## config.mk

```make
export PLATFORM = sky130hd
export DESIGN_NAME = subnet_table_match
export DESIGN_NICKNAME = d
export VERILOG_FILES = /design/src/rtl/stm_pkg.sv /design/src/rtl/subnet_table_match.sv /design/src/rtl/stm_table.sv /design/src/rtl/stm_cmp.sv /design/src/rtl/stm_seq.sv
export SDC_FILE = /design/constraint.sdc
export NUM_CORES = 2
export LEC_CHECK = 0
export BUFFER_PORTS_ARGS = -buffer_cell sky130_fd_sc_hd__clkbuf_2
export CAP_MARGIN = 20
export CORE_UTILIZATION = 30
export CTS_CLUSTER_DIAMETER = 120
export DETAILED_ROUTE_END_ITERATION = 10
export PLACE_DENSITY = 0.49
export SETUP_SLACK_MARGIN = 0.4
export SLEW_MARGIN = 5
export SYNTH_ARGS = -nofsm -noshare
export SYNTH_HDL_FRONTEND = slang
export SYNTH_SLANG_ARGS = --single-unit
```

## constraint.sdc

```tcl
create_clock -name clock -period 9.1 [get_ports clock]
set_input_delay 1.365 -clock clock [delete_from_list [all_inputs] [get_ports clock]]
set_output_delay 1.365 -clock clock [all_outputs]
set_load 0.005 [all_outputs]
```

## src/rtl/stm_pkg.sv

```systemverilog
package stm_pkg;

   localparam int TABLE_DEPTH_DEF = 32;
   localparam int MAX_RESULTS     = 32;
   localparam int ADDR_W          = 32;
   localparam int STATUS_W        = 3;
   localparam int SLOT_W          = 5;
   localparam int FUNC_W          = 2;
   localparam int REQ_TDATA_W     = 64;
   localparam int RSP_TDATA_W     = 72;

   // classful network checks
   localparam logic [ADDR_W-1:0] CLASS_TOP3_MASK = 32'hE000_0000;
   localparam logic [ADDR_W-1:0] CLASS_C_TOP     = 32'hC000_0000;
   localparam logic [ADDR_W-1:0] CLASS_C_MIN     = 32'hFFFF_FF00;
   localparam logic [ADDR_W-1:0] CLASS_B_MIN     = 32'hFFFF_0000;
   localparam logic [ADDR_W-1:0] CLASS_A_MIN     = 32'hFF00_0000;

   typedef enum logic [FUNC_W-1:0] {
      FUNC_ADD    = 2'd0,
      FUNC_LOOKUP = 2'd1,
      FUNC_REMOVE = 2'd2,
      FUNC_LIST   = 2'd3
   } func_type;

   typedef enum logic [STATUS_W-1:0] {
      STAT_DONE     = 3'd0,
      STAT_INVALID  = 3'd1,
      STAT_COVERED  = 3'd2,
      STAT_FULL     = 3'd3,
      STAT_NOTFOUND = 3'd4
   } status_type;

   typedef enum logic [1:0] {
      ST_IDLE,
      ST_SCAN,
      ST_FINISH
   } state_type;

   typedef struct packed {
      logic [ADDR_W-1:0] net;
      logic [ADDR_W-1:0] mask;
   } entry_type;

   typedef struct packed {
      logic contains;
      logic exact;
      logic net_ok;
   } cmp_result_type;

   typedef struct packed {
      logic rd_en;
      logic wr_en;
      logic wr_set;
   } tbl_cmd_type;

endpackage

```

## src/rtl/subnet_table_match.sv

```systemverilog
// subnet_table_match: table of ipv4 networks (address + mask), TABLE_DEPTH slots
//
// req channel: one beat per command. req_tuser carries the operation
// (add, lookup host, remove, list), req_tdata the address and the mask.
// rsp channel: result beats with status, entry address, mask and slot;
// rsp_tlast marks the final beat of a command. add, lookup and remove give
// one beat; list gives one beat per valid entry (at most 32), or one
// not-found beat when the table is empty.
//
// timing: the table sits in a memory with separate read and write ports,
// read one slot per cycle by the sequencer (the list scan pauses while
// the output beat is stalled) and checked by one shared compare unit. a
// command ends its scan early when a match is found; add and remove write back in
// the cycle the result is loaded. list streams at most one beat per cycle.
// req_tready is low from accept until the command's last beat is loaded,
// so a new command is not accepted before the last one is through.
//
// reset (synchronous, active high) clears all slot valid bits at once and
// drops rsp_tvalid. a stalled receiver holds the output beat; the list scan
// pauses until the beat is taken.
module subnet_table_match import stm_pkg::*; #(
   parameter int TABLE_DEPTH = TABLE_DEPTH_DEF
) (
   input  logic                   clock,
   input  logic                   reset,
   input  logic                   req_tvalid,
   output logic                   req_tready,
   input  logic [REQ_TDATA_W-1:0] req_tdata,   // address[31:0], net_mask_in[63:32]
   input  logic [FUNC_W-1:0]      req_tuser,   // func[1:0]
   output logic                   rsp_tvalid,
   input  logic                   rsp_tready,
   output logic [RSP_TDATA_W-1:0] rsp_tdata,   // status[2:0], entry_address[34:3],
                                               // entry_mask[66:35], entry_slot[71:67]
   output logic                   rsp_tlast    // last
);

   localparam int IW = (TABLE_DEPTH > 1) ? $clog2(TABLE_DEPTH) : 1;

   logic [ADDR_W-1:0]      key_addr;
   logic [ADDR_W-1:0]      key_mask;
   cmp_result_type         cmp;
   tbl_cmd_type            tbl_cmd;
   logic [IW-1:0]          tbl_rd_idx;
   logic [IW-1:0]          tbl_wr_idx;
   entry_type              tbl_wr_entry;
   entry_type              tbl_rd_entry;
   logic [TABLE_DEPTH-1:0] valid_vec;
   status_type             rsp_status;
   entry_type              rsp_entry;
   logic [SLOT_W-1:0]      rsp_slot;

   // sequencer: command capture, slot scan, output register
   stm_seq #(
      .TABLE_DEPTH(TABLE_DEPTH)
   ) u_seq (
      .clock        (clock),
      .reset        (reset),
      .req_valid    (req_tvalid),
      .req_ready    (req_tready),
      .req_func     (func_type'(req_tuser)),
      .req_addr     (req_tdata[31:0]),
      .req_mask     (req_tdata[63:32]),
      .rsp_valid    (rsp_tvalid),
      .rsp_ready    (rsp_tready),
      .rsp_status   (rsp_status),
      .rsp_entry    (rsp_entry),
      .rsp_slot     (rsp_slot),
      .rsp_last     (rsp_tlast),
      .key_addr     (key_addr),
      .key_mask     (key_mask),
      .cmp          (cmp),
      .tbl_cmd      (tbl_cmd),
      .tbl_rd_idx   (tbl_rd_idx),
      .tbl_wr_idx   (tbl_wr_idx),
      .tbl_wr_entry (tbl_wr_entry),
      .tbl_rd_entry (tbl_rd_entry),
      .valid_vec    (valid_vec)
   );

   // shared compare unit, fed by the slot just read
   stm_cmp u_cmp (
      .key_addr (key_addr),
      .key_mask (key_mask),
      .entry    (tbl_rd_entry),
      .result   (cmp)
   );

   // network/mask storage with per-slot valid bits
   stm_table #(
      .TABLE_DEPTH(TABLE_DEPTH)
   ) u_table (
      .clock     (clock),
      .reset     (reset),
      .cmd       (tbl_cmd),
      .rd_idx    (tbl_rd_idx),
      .wr_idx    (tbl_wr_idx),
      .wr_entry  (tbl_wr_entry),
      .rd_entry  (tbl_rd_entry),
      .valid_vec (valid_vec)
   );

   assign rsp_tdata = {rsp_slot, rsp_entry.mask, rsp_entry.net, rsp_status};

endmodule

```

## src/rtl/stm_table.sv

```systemverilog
module stm_table import stm_pkg::*; #(
   parameter int  TABLE_DEPTH = TABLE_DEPTH_DEF,
   localparam int IW          = (TABLE_DEPTH > 1) ? $clog2(TABLE_DEPTH) : 1
) (
   input  logic                   clock,
   input  logic                   reset,
   input  tbl_cmd_type            cmd,
   input  logic [IW-1:0]          rd_idx,
   input  logic [IW-1:0]          wr_idx,
   input  entry_type              wr_entry,
   output entry_type              rd_entry,
   output logic [TABLE_DEPTH-1:0] valid_vec
);

   entry_type              table_mem [TABLE_DEPTH];
   entry_type              rd_entry_ff;
   logic [TABLE_DEPTH-1:0] valid_ff;
   logic [TABLE_DEPTH-1:0] valid_in;

   // entry contents are don't-care while its valid bit is low
   always_ff @(posedge clock) begin
      if (cmd.wr_en && cmd.wr_set) begin
         table_mem[wr_idx] <= wr_entry;
      end
      if (cmd.rd_en) begin
         rd_entry_ff <= table_mem[rd_idx];
      end
   end

   always_comb begin
      valid_in = valid_ff;
      if (cmd.wr_en) begin
         valid_in[wr_idx] = cmd.wr_set;
      end
   end

   always_ff @(posedge clock) begin
      if (reset) begin
         valid_ff <= '0;
      end else begin
         valid_ff <= valid_in;
      end
   end

   assign rd_entry  = rd_entry_ff;
   assign valid_vec = valid_ff;

endmodule

```

## src/rtl/stm_cmp.sv

```systemverilog
module stm_cmp import stm_pkg::*; (
   input  logic [ADDR_W-1:0] key_addr,
   input  logic [ADDR_W-1:0] key_mask,
   input  entry_type         entry,
   output cmp_result_type    result
);

   logic class_ok;

   // mask is compared as a number, not checked for contiguity
   always_comb begin
      if ((key_addr & CLASS_TOP3_MASK) == CLASS_TOP3_MASK) begin
         class_ok = 1'b0;
      end else if ((key_addr & CLASS_TOP3_MASK) == CLASS_C_TOP) begin
         class_ok = (key_mask >= CLASS_C_MIN);
      end else if (key_addr[ADDR_W-1]) begin
         class_ok = (key_mask >= CLASS_B_MIN);
      end else begin
         class_ok = (key_mask >= CLASS_A_MIN);
      end
   end

   assign result.net_ok   = ((key_addr & key_mask) == key_addr) && class_ok;
   assign result.contains = ((key_addr & entry.mask) == entry.net);
   assign result.exact    = (entry.net == key_addr) && (entry.mask == key_mask);

endmodule

```

## src/rtl/stm_seq.sv

```systemverilog
module stm_seq import stm_pkg::*; #(
   parameter int  TABLE_DEPTH = TABLE_DEPTH_DEF,
   localparam int IW          = (TABLE_DEPTH > 1) ? $clog2(TABLE_DEPTH) : 1
) (
   input  logic                   clock,
   input  logic                   reset,
   input  logic                   req_valid,
   output logic                   req_ready,
   input  func_type               req_func,
   input  logic [ADDR_W-1:0]      req_addr,
   input  logic [ADDR_W-1:0]      req_mask,
   output logic                   rsp_valid,
   input  logic                   rsp_ready,
   output status_type             rsp_status,
   output entry_type              rsp_entry,
   output logic [SLOT_W-1:0]      rsp_slot,
   output logic                   rsp_last,
   output logic [ADDR_W-1:0]      key_addr,
   output logic [ADDR_W-1:0]      key_mask,
   input  cmp_result_type         cmp,
   output tbl_cmd_type            tbl_cmd,
   output logic [IW-1:0]          tbl_rd_idx,
   output logic [IW-1:0]          tbl_wr_idx,
   output entry_type              tbl_wr_entry,
   input  entry_type              tbl_rd_entry,
   input  logic [TABLE_DEPTH-1:0] valid_vec
);

   localparam int CW = $clog2(TABLE_DEPTH + 1);
   localparam int LW = $clog2(MAX_RESULTS);

   state_type         state_ff, state_in;
   func_type          op_ff, op_in;
   logic [ADDR_W-1:0] key_addr_ff, key_addr_in;
   logic [ADDR_W-1:0] key_mask_ff, key_mask_in;
   logic [CW-1:0]     rd_idx_ff, rd_idx_in;
   logic              s1_vld_ff, s1_vld_in;
   logic [IW-1:0]     s1_slot_ff, s1_slot_in;
   logic              free_found_ff, free_found_in;
   logic [IW-1:0]     free_slot_ff, free_slot_in;
   logic [LW-1:0]     list_cnt_ff, list_cnt_in;
   status_type        res_status_ff, res_status_in;
   entry_type         res_entry_ff, res_entry_in;
   logic [IW-1:0]     res_slot_ff, res_slot_in;
   logic              res_wr_ff, res_wr_in;
   logic              res_set_ff, res_set_in;
   logic              rsp_valid_ff, rsp_valid_in;
   status_type        rsp_status_ff, rsp_status_in;
   entry_type         rsp_entry_ff, rsp_entry_in;
   logic [SLOT_W-1:0] rsp_slot_ff, rsp_slot_in;
   logic              rsp_last_ff, rsp_last_in;

   logic              out_free;
   logic              ent_ok;
   logic              hit;
   logic              scan_end;
   logic              more_valid;
   logic              list_last;
   logic              stall;
   logic              issue;
   logic [TABLE_DEPTH:0] hi_vec;

   assign out_free = !rsp_valid_ff || rsp_ready;
   assign ent_ok   = valid_vec[s1_slot_ff];
   assign scan_end = s1_vld_ff && (s1_slot_ff == IW'(TABLE_DEPTH - 1));

   // any valid slot above the one in the compare stage
   assign hi_vec     = {1'b0, valid_vec} >> s1_slot_ff;
   assign more_valid = |hi_vec[TABLE_DEPTH:1];
   assign list_last  = !more_valid || (list_cnt_ff == LW'(MAX_RESULTS - 1));

   always_comb begin
      unique case (op_ff)
         FUNC_ADD, FUNC_LOOKUP: hit = s1_vld_ff && ent_ok && cmp.contains;
         FUNC_REMOVE:           hit = s1_vld_ff && ent_ok && cmp.exact;
         FUNC_LIST:             hit = s1_vld_ff && ent_ok;
         default:               hit = 1'b0;
      endcase
   end

   assign stall = (op_ff == FUNC_LIST) && hit && !out_free;
   assign issue = (rd_idx_ff < CW'(TABLE_DEPTH)) && !stall;

   always_comb begin
      state_in      = state_ff;
      op_in         = op_ff;
      key_addr_in   = key_addr_ff;
      key_mask_in   = key_mask_ff;
      rd_idx_in     = rd_idx_ff;
      s1_vld_in     = s1_vld_ff;
      s1_slot_in    = s1_slot_ff;
      free_found_in = free_found_ff;
      free_slot_in  = free_slot_ff;
      list_cnt_in   = list_cnt_ff;
      res_status_in = res_status_ff;
      res_entry_in  = res_entry_ff;
      res_slot_in   = res_slot_ff;
      res_wr_in     = res_wr_ff;
      res_set_in    = res_set_ff;
      rsp_valid_in  = rsp_valid_ff && !rsp_ready;
      rsp_status_in = rsp_status_ff;
      rsp_entry_in  = rsp_entry_ff;
      rsp_slot_in   = rsp_slot_ff;
      rsp_last_in   = rsp_last_ff;
      tbl_cmd       = '0;
      req_ready     = 1'b0;

      unique case (state_ff)
         ST_IDLE: begin
            req_ready = 1'b1;
            if (req_valid) begin
               op_in         = req_func;
               key_addr_in   = req_addr;
               key_mask_in   = req_mask;
               rd_idx_in     = '0;
               s1_vld_in     = 1'b0;
               free_found_in = 1'b0;
               list_cnt_in   = '0;
               res_wr_in     = 1'b0;
               res_set_in    = 1'b0;
               state_in      = ST_SCAN;
            end
         end

         ST_SCAN: begin
            if (op_ff == FUNC_ADD && !cmp.net_ok) begin
               res_status_in = STAT_INVALID;
               res_entry_in  = '0;
               res_slot_in   = '0;
               state_in      = ST_FINISH;
            end else if (!stall) begin
               // read pipeline: address now, compare next cycle
               tbl_cmd.rd_en = issue;
               if (issue) begin
                  rd_idx_in = rd_idx_ff + CW'(1);
               end
               s1_vld_in  = issue;
               s1_slot_in = rd_idx_ff[IW-1:0];

               if (s1_vld_ff && !ent_ok && !free_found_ff) begin
                  free_found_in = 1'b1;
                  free_slot_in  = s1_slot_ff;
               end

               if (hit) begin
                  if (op_ff == FUNC_LIST) begin
                     rsp_valid_in  = 1'b1;
                     rsp_status_in = STAT_DONE;
                     rsp_entry_in  = tbl_rd_entry;
                     rsp_slot_in   = SLOT_W'(s1_slot_ff);
                     rsp_last_in   = list_last;
                     list_cnt_in   = list_cnt_ff + LW'(1);
                     if (list_last) begin
                        state_in = ST_IDLE;
                     end
                  end else begin
                     res_status_in = (op_ff == FUNC_ADD) ? STAT_COVERED : STAT_DONE;
                     res_entry_in  = tbl_rd_entry;
                     res_slot_in   = s1_slot_ff;
                     res_wr_in     = (op_ff == FUNC_REMOVE);
                     res_set_in    = 1'b0;
                     state_in      = ST_FINISH;
                  end
               end else if (scan_end) begin
                  res_status_in = STAT_NOTFOUND;
                  res_entry_in  = '0;
                  res_slot_in   = '0;
                  if (op_ff == FUNC_ADD) begin
                     if (free_found_ff || !ent_ok) begin
                        res_status_in    = STAT_DONE;
                        res_entry_in.net  = key_addr_ff;
                        res_entry_in.mask = key_mask_ff;
                        res_slot_in      = free_found_ff ? free_slot_ff : s1_slot_ff;
                        res_wr_in        = 1'b1;
                        res_set_in       = 1'b1;
                     end else begin
                        res_status_in = STAT_FULL;
                     end
                  end
                  state_in = ST_FINISH;
               end
            end
         end

         ST_FINISH: begin
            if (out_free) begin
               rsp_valid_in  = 1'b1;
               rsp_status_in = res_status_ff;
               rsp_entry_in  = res_entry_ff;
               rsp_slot_in   = SLOT_W'(res_slot_ff);
               rsp_last_in   = 1'b1;
               tbl_cmd.wr_en  = res_wr_ff;
               tbl_cmd.wr_set = res_set_ff;
               state_in      = ST_IDLE;
            end
         end

         default: begin
            state_in = ST_IDLE;
         end
      endcase
   end

   always_ff @(posedge clock) begin
      if (reset) begin
         state_ff     <= ST_IDLE;
         rsp_valid_ff <= 1'b0;
         s1_vld_ff    <= 1'b0;
      end else begin
         state_ff     <= state_in;
         rsp_valid_ff <= rsp_valid_in;
         s1_vld_ff    <= s1_vld_in;
      end
   end

   always_ff @(posedge clock) begin
      op_ff         <= op_in;
      key_addr_ff   <= key_addr_in;
      key_mask_ff   <= key_mask_in;
      rd_idx_ff     <= rd_idx_in;
      s1_slot_ff    <= s1_slot_in;
      free_found_ff <= free_found_in;
      free_slot_ff  <= free_slot_in;
      list_cnt_ff   <= list_cnt_in;
      res_status_ff <= res_status_in;
      res_entry_ff  <= res_entry_in;
      res_slot_ff   <= res_slot_in;
      res_wr_ff     <= res_wr_in;
      res_set_ff    <= res_set_in;
      rsp_status_ff <= rsp_status_in;
      rsp_entry_ff  <= rsp_entry_in;
      rsp_slot_ff   <= rsp_slot_in;
      rsp_last_ff   <= rsp_last_in;
   end

   assign rsp_valid    = rsp_valid_ff;
   assign rsp_status   = rsp_status_ff;
   assign rsp_entry    = rsp_entry_ff;
   assign rsp_slot     = rsp_slot_ff;
   assign rsp_last     = rsp_last_ff;
   assign key_addr     = key_addr_ff;
   assign key_mask     = key_mask_ff;
   assign tbl_rd_idx   = rd_idx_ff[IW-1:0];
   assign tbl_wr_idx   = res_slot_ff;
   assign tbl_wr_entry = res_entry_ff;

endmodule

```

* Yosys cells after proc, flatten, opt, wreduce, memory -nomap -nowiden
Memories as Yosys holds them, arrays and structs flattened. A register that Yosys moved wholly into a read port is not among the register bits. Cells that the tools add are included.
Word-level totals: register bits 271, memory bits (writable) 2048, input bits 70, output and inout port bits 75, logic and storage cells 220, memories 1
Memories:
- u_table.table_mem | words 32, width 64, read ports 1, clocked after Yosys merged registers in 1, wr ports 1, line stm_table.sv:15 | entry_type table_mem [TABLE_DEPTH];
Operators by class: $add $sub $neg 2, $lt $le $gt $ge 7, equal/unequal tests 30, shift-type cells 1, muxes and demuxes 108, bitwise gates (word level) 4, reductions and logical operators 44
Operator list (count):
- 64-bit 2-to-1 mux | 11
- 32-bit equality test | 4
- 64-bit one-hot mux with 2 select lines | 1
- 32-bit greater-or-equal comparator (second input constant) | 3
- 5-bit 2-to-1 mux | 17
- 32-bit AND | 2
- 1-bit 2-to-1 mux | 38
- 32-bit by 5-bit >> shifter with 33-bit output | 1
- 32-bit bitwise mux | 1
- 32-bit OR reduction | 1
- 3-bit 2-to-1 mux | 10
- 2-bit 2-to-1 mux | 12
- 6-bit 2-to-1 mux | 4
- 5-bit one-hot mux with 2 select lines | 2
- 1-bit logical AND | 15
- 5-bit AND reduction | 3
- 5-bit by 6-bit less-than comparator with 1-bit output (second input constant) | 2
- 1-bit one-hot mux with 2 select lines | 6
- 6-bit one-hot mux with 2 select lines | 1
- 4-bit AND reduction | 3
- 6-bit AND reduction | 2
- 5-bit equality test (second input constant) | 2
- 2-bit by 1-bit inequality test with 1-bit output (second input constant) | 5
- 3-bit by 1-bit inequality test with 1-bit output (second input constant) | 3
- other kinds (26) | 47

* Logic depth before layout (Yosys ltp)
depth after elaboration 13, mapped depth 13

* Modules after synthesis
Synthesis repeated with hierarchy kept, for this count alone.
Unflattened totals: cells, all modules 4739, area total of the unflattened synthesis 93129.3 um2
Modules (own cells, without submodules):
- stm_table | instances 1, cells each 3856, area each 81169.1 um2, sequential area each 64061.4 um2
- stm_seq | instances 1, cells each 654, area each 10442.5 um2, sequential area each 7136.8 um2
- stm_cmp | instances 1, cells each 229, area each 1517.7 um2, sequential area each 0.0 um2

* Worst setup path before layout
No wires, ideal clock.
kind input -> register, start input port rsp_tready, end memory u_table.table_mem[14][0] (netlist bit), enable pin, library setup time 488 ps, arrival 5272 ps, data required time 8612 ps, slack 3340 ps, cell stages on the path 7, path buffers 1, cells stage by stage nand2b_1 > clkbuf_1 > and3_1 > nand2_1 > nor2_1 > nand2_1 > nor2_1
Between the ends: word-level cells in the longest chain between the ends 6
Ends and longest elaborated chain:
- from (decl) | line subnet_table_match.sv:31 | input logic rsp_tready,
- 1-bit logical OR | line stm_seq.sv:63 | assign out_free = !rsp_valid_ff || rsp_ready;
- 2-bit 2-to-1 mux | line stm_seq.sv:186 | if (out_free) begin
- 2-bit 2-to-1 mux | line stm_seq.sv:108 | unique case (state_ff)
- 1-bit logical AND | line stm_table.sv:22 | if (cmd.wr_en && cmd.wr_set) begin
- 1-bit 2-to-1 mux | line stm_table.sv:22
- 1-bit 2-to-1 mux (implied by the code) | line stm_table.sv:23 | table_mem[wr_idx] <= wr_entry;
- to (decl) | line stm_table.sv:15
Every way passes these cells.

* Worst setup path in the final report
start register u_seq.state_ff[0], end memory u_table.table_mem[29][30] (netlist bit), enable pin
Between the ends: word-level cells in the longest chain between the ends 5
Ends and longest elaborated chain:
- from (decl) | line stm_seq.sv:32 | state_type state_ff, state_in;
- from (signal assigned) | line stm_seq.sv:210 | state_ff <= state_in;
- 2-bit equality test | line stm_seq.sv:108
- 2-bit 2-to-1 mux | line stm_seq.sv:108
- 1-bit logical AND | line stm_table.sv:22
- 1-bit 2-to-1 mux | line stm_table.sv:22
- 1-bit 2-to-1 mux (implied by the code) | line stm_table.sv:23
Every way passes these cells.

==> metrics <==
Critical Path Source Type=flip-flop; CP max FO=51; Max Slew Vio Count=0; critical path arrival=5.77 ns; status=finished with violations; area of the multi-input gates=0.0212 mm²; Post-synth top cells=edfxtp_1 (2347), mux4_2 (650), nand2_1 (176), clkbuf_1 (133), a21oi_1 (117); synth unique cells=73; Setup Buffers After CTS=0; GR Overflow Total=0; #FFs+latches synth=2383; synthesized instance count=4283; setup_tns=0 ns; Seq/Total Area, Yosys=76.3%; Critical Path End Type=flip-flop; critical path, cell by cell=inv_1 > ha_4 > buf_4 > and3_1 > nand2_1 > nor2_1 > nand2_1 > nor2_4 > buf_4; Final Cycle Share=57.9%; met1 Use GR=23.1%; Synth area leaders=edfxtp_1 (76%), mux4_2 (16%), mux2_2 (1.4%), dfxtp_1 (0.77%), xor2_1 (0.73%); vias=45500; CTS Sinks=2383; deepest clock path buffer count=4; hold_ws=0.533 ns; initial antenna violation count=9; Core ar.=0.309 mm²; first-pass GRT wire length=381000 µm; pwr dens=291 mW/mm²; Peak VDD IR=0.288 mV; syn_nets=4359; area leader, netlist=edfxtp_1; Area Overhead vs Synth=16.4%; most numerous cell in the Yosys netlist=edfxtp_1; FF/Latch Area=0.0712 mm²; # IOs=145; Slowest cell on crit path=nor2_4; post-CTS sizing=0; DRT Wirelength=276000 µm; gpl congestion=0.910; Clock Latency Late Sink=0.93 ns; headroom to the max-slew limit=14.0%; fin nets=4681; share of cells above drive strength 1=30.5%; failing checks=DRC; Std-Cell Rows=204; per-cell routed wire length=30.9 µm; Yosys top cell area share=75.5%; Port Buffer Count=144; pin count of the biggest net entering global routing=128; vias in the first global route=46300; Starting DRT DRC Count=4639; Root Driver=clkbuf_16; Die Y=560 µm; die width=560 µm; Reg clk slew, reported paths=0.06 ns; synthesized area=0.0933 mm²; DIE AREA=0.313 mm²; DRT antenna net count=0; Avg Inst Size Synth=21.8 µm²; post-layout util=35.1%; FFs w/ async S/R, synth=0%; min-delay worst type=reg -> reg; buffer and inverter count on the worst path=3; Top Usage Layer GRT=met2; LEAKAGE=33.2 nW; Crit Path Class=reg -> reg; TritonCTS Buffers=246; Pre-Repair DR Iteration Count=11; Global Route Usage Sum=17.3%; met3 usage=2.47%; highest clock rate=0.190 GHz; filler instances=28500; count of final setup violators=0; hold buffer count at cts=0; H-tree depth=4; Worst Skew=0.0913 ns; Post-synth EDFFs=2347; Final Hold Vio Count=0; slew at the pin closest to its max-slew limit=1.28 ns; met2 Track Usage GR=29.2%; DRC Markers=10; Critical Path RT=9.60 ns; max-cap violation count=0; Yosys Warn Count=0; Final Critical Period=5.27 ns; Crit path largest cell delay=1.04 ns; CTS tree=yes; most used flip-flop cell after synthesis=edfxtp_1; DR vias/cell=5.09; Initial Util=30.2%; RSZ-0062 raised after global routing=no; HPWL after DPL=164000 µm; CP delay by family, top=simple AND/OR/NAND/NOR gates
-- metrics by stage --
stage               total power [mW]  setup slack, ns  cells  instance area [µm²]
floorplan                       18.6             3.34   4283                93300
global placement                21.8             3.36   8437                99600
detailed placement              21.8             3.33   8446                99800
CTS                             31.9             3.80   8894               108000
global route                    32.6             3.57   8927               109000
finish                          31.6             3.83   8935               109000
-- layout make-up --
cell class	instances	share of cell area (%)
clock inverter	143	1.39
antenna	10	0.0230
inverter	56	0.240
tap	4120	4.75
timing repair buffer	298	2.50
sequential	2383	65.6
clock buffer	305	5.99
multi-input combinational	1620	19.5
-- flip-flops by register name, summed over array words and instances (netlist names), 6 cells and up --
name,count
u_table.table_mem,2048
u_seq.tbl_wr_entry,64
u_table.rd_entry,64
u_seq.key_mask,32
u_table.valid_vec,32
u_seq.rsp_entry,64
u_seq.key_addr,32
u_seq.rd_idx_ff,6
-- cell families after synthesis --
| logic type | after synthesis | synth area share (%) |
|---|---|---|
| flops | 2383 | 76.3 |
| mux | 779 | 17.2 |
| simple gates | 496 | 2.69 |
| buf+inv | 280 | 1.22 |
| compound gates | 258 | 1.72 |
| xor+xnor | 81 | 0.760 |
| fa+ha+maj | 6 | 0.0805 |
-- worst min-delay path, stage by stage (launching register included) --
cell and delay [ns]:
dfxtp_1 0.36, nand2_1 0.07, a21oi_1 0.05
-- final timing paths --
kind	start	to	slack, ns	cells after the start
setup / recovery	u_seq.state_ff[0]	u_table.table_mem[29][30]	3.83	9
hold / removal	u_table.valid_vec[13]	u_table.valid_vec[13]	0.53	2
setup reg to reg	u_seq.state_ff[0]	u_table.table_mem[29][30]	3.83	9
hold reg to reg	u_table.valid_vec[13]	u_table.valid_vec[13]	0.53	2
-- cell usage in the layout, fill, tap and decap left out, drive strengths merged, types with 5 or more instances in the layout --
cell type	instances
a22oi	10
a211oi	6
dfxtp	36
nor2b	30
nor2	92
mux2	113
mux4	650
or3	8
nand2b	15
and2	13
clkinvlp	11
buf	154
xor2	78
a2111oi	7
or2	5
nor3	9
edfxtp	2347
o2111ai	8
o22ai	13
inv	62
clkbuf	449
diode	10
a31oi	5
nand4	14
nor4	25
bufinv	29
mux2i	16
a21oi	118
and3	7
o21ai	51
o32a	5
clkinv	97
ha	6
nand3	28
o41ai	5
nand2	176
nand3b	65
-- routing by layer --
layer	wire length [µm]	share of wire [%]
met5	0	0
met4	8850	3.2
met3	13700	5.0
met1	117000	42
met2	137000	50
-- where the power goes --
| part | switching (mW) | total, mW | internal (mW) |
|---|---|---|---|
| logic | 4.44 | 8.13 | 3.69 |
| clock network | 4.25 | 10.1 | 5.87 |
| registers | 0.587 | 13.3 | 12.7 |
No activity file was read; power rests on OpenSTA's default activity.
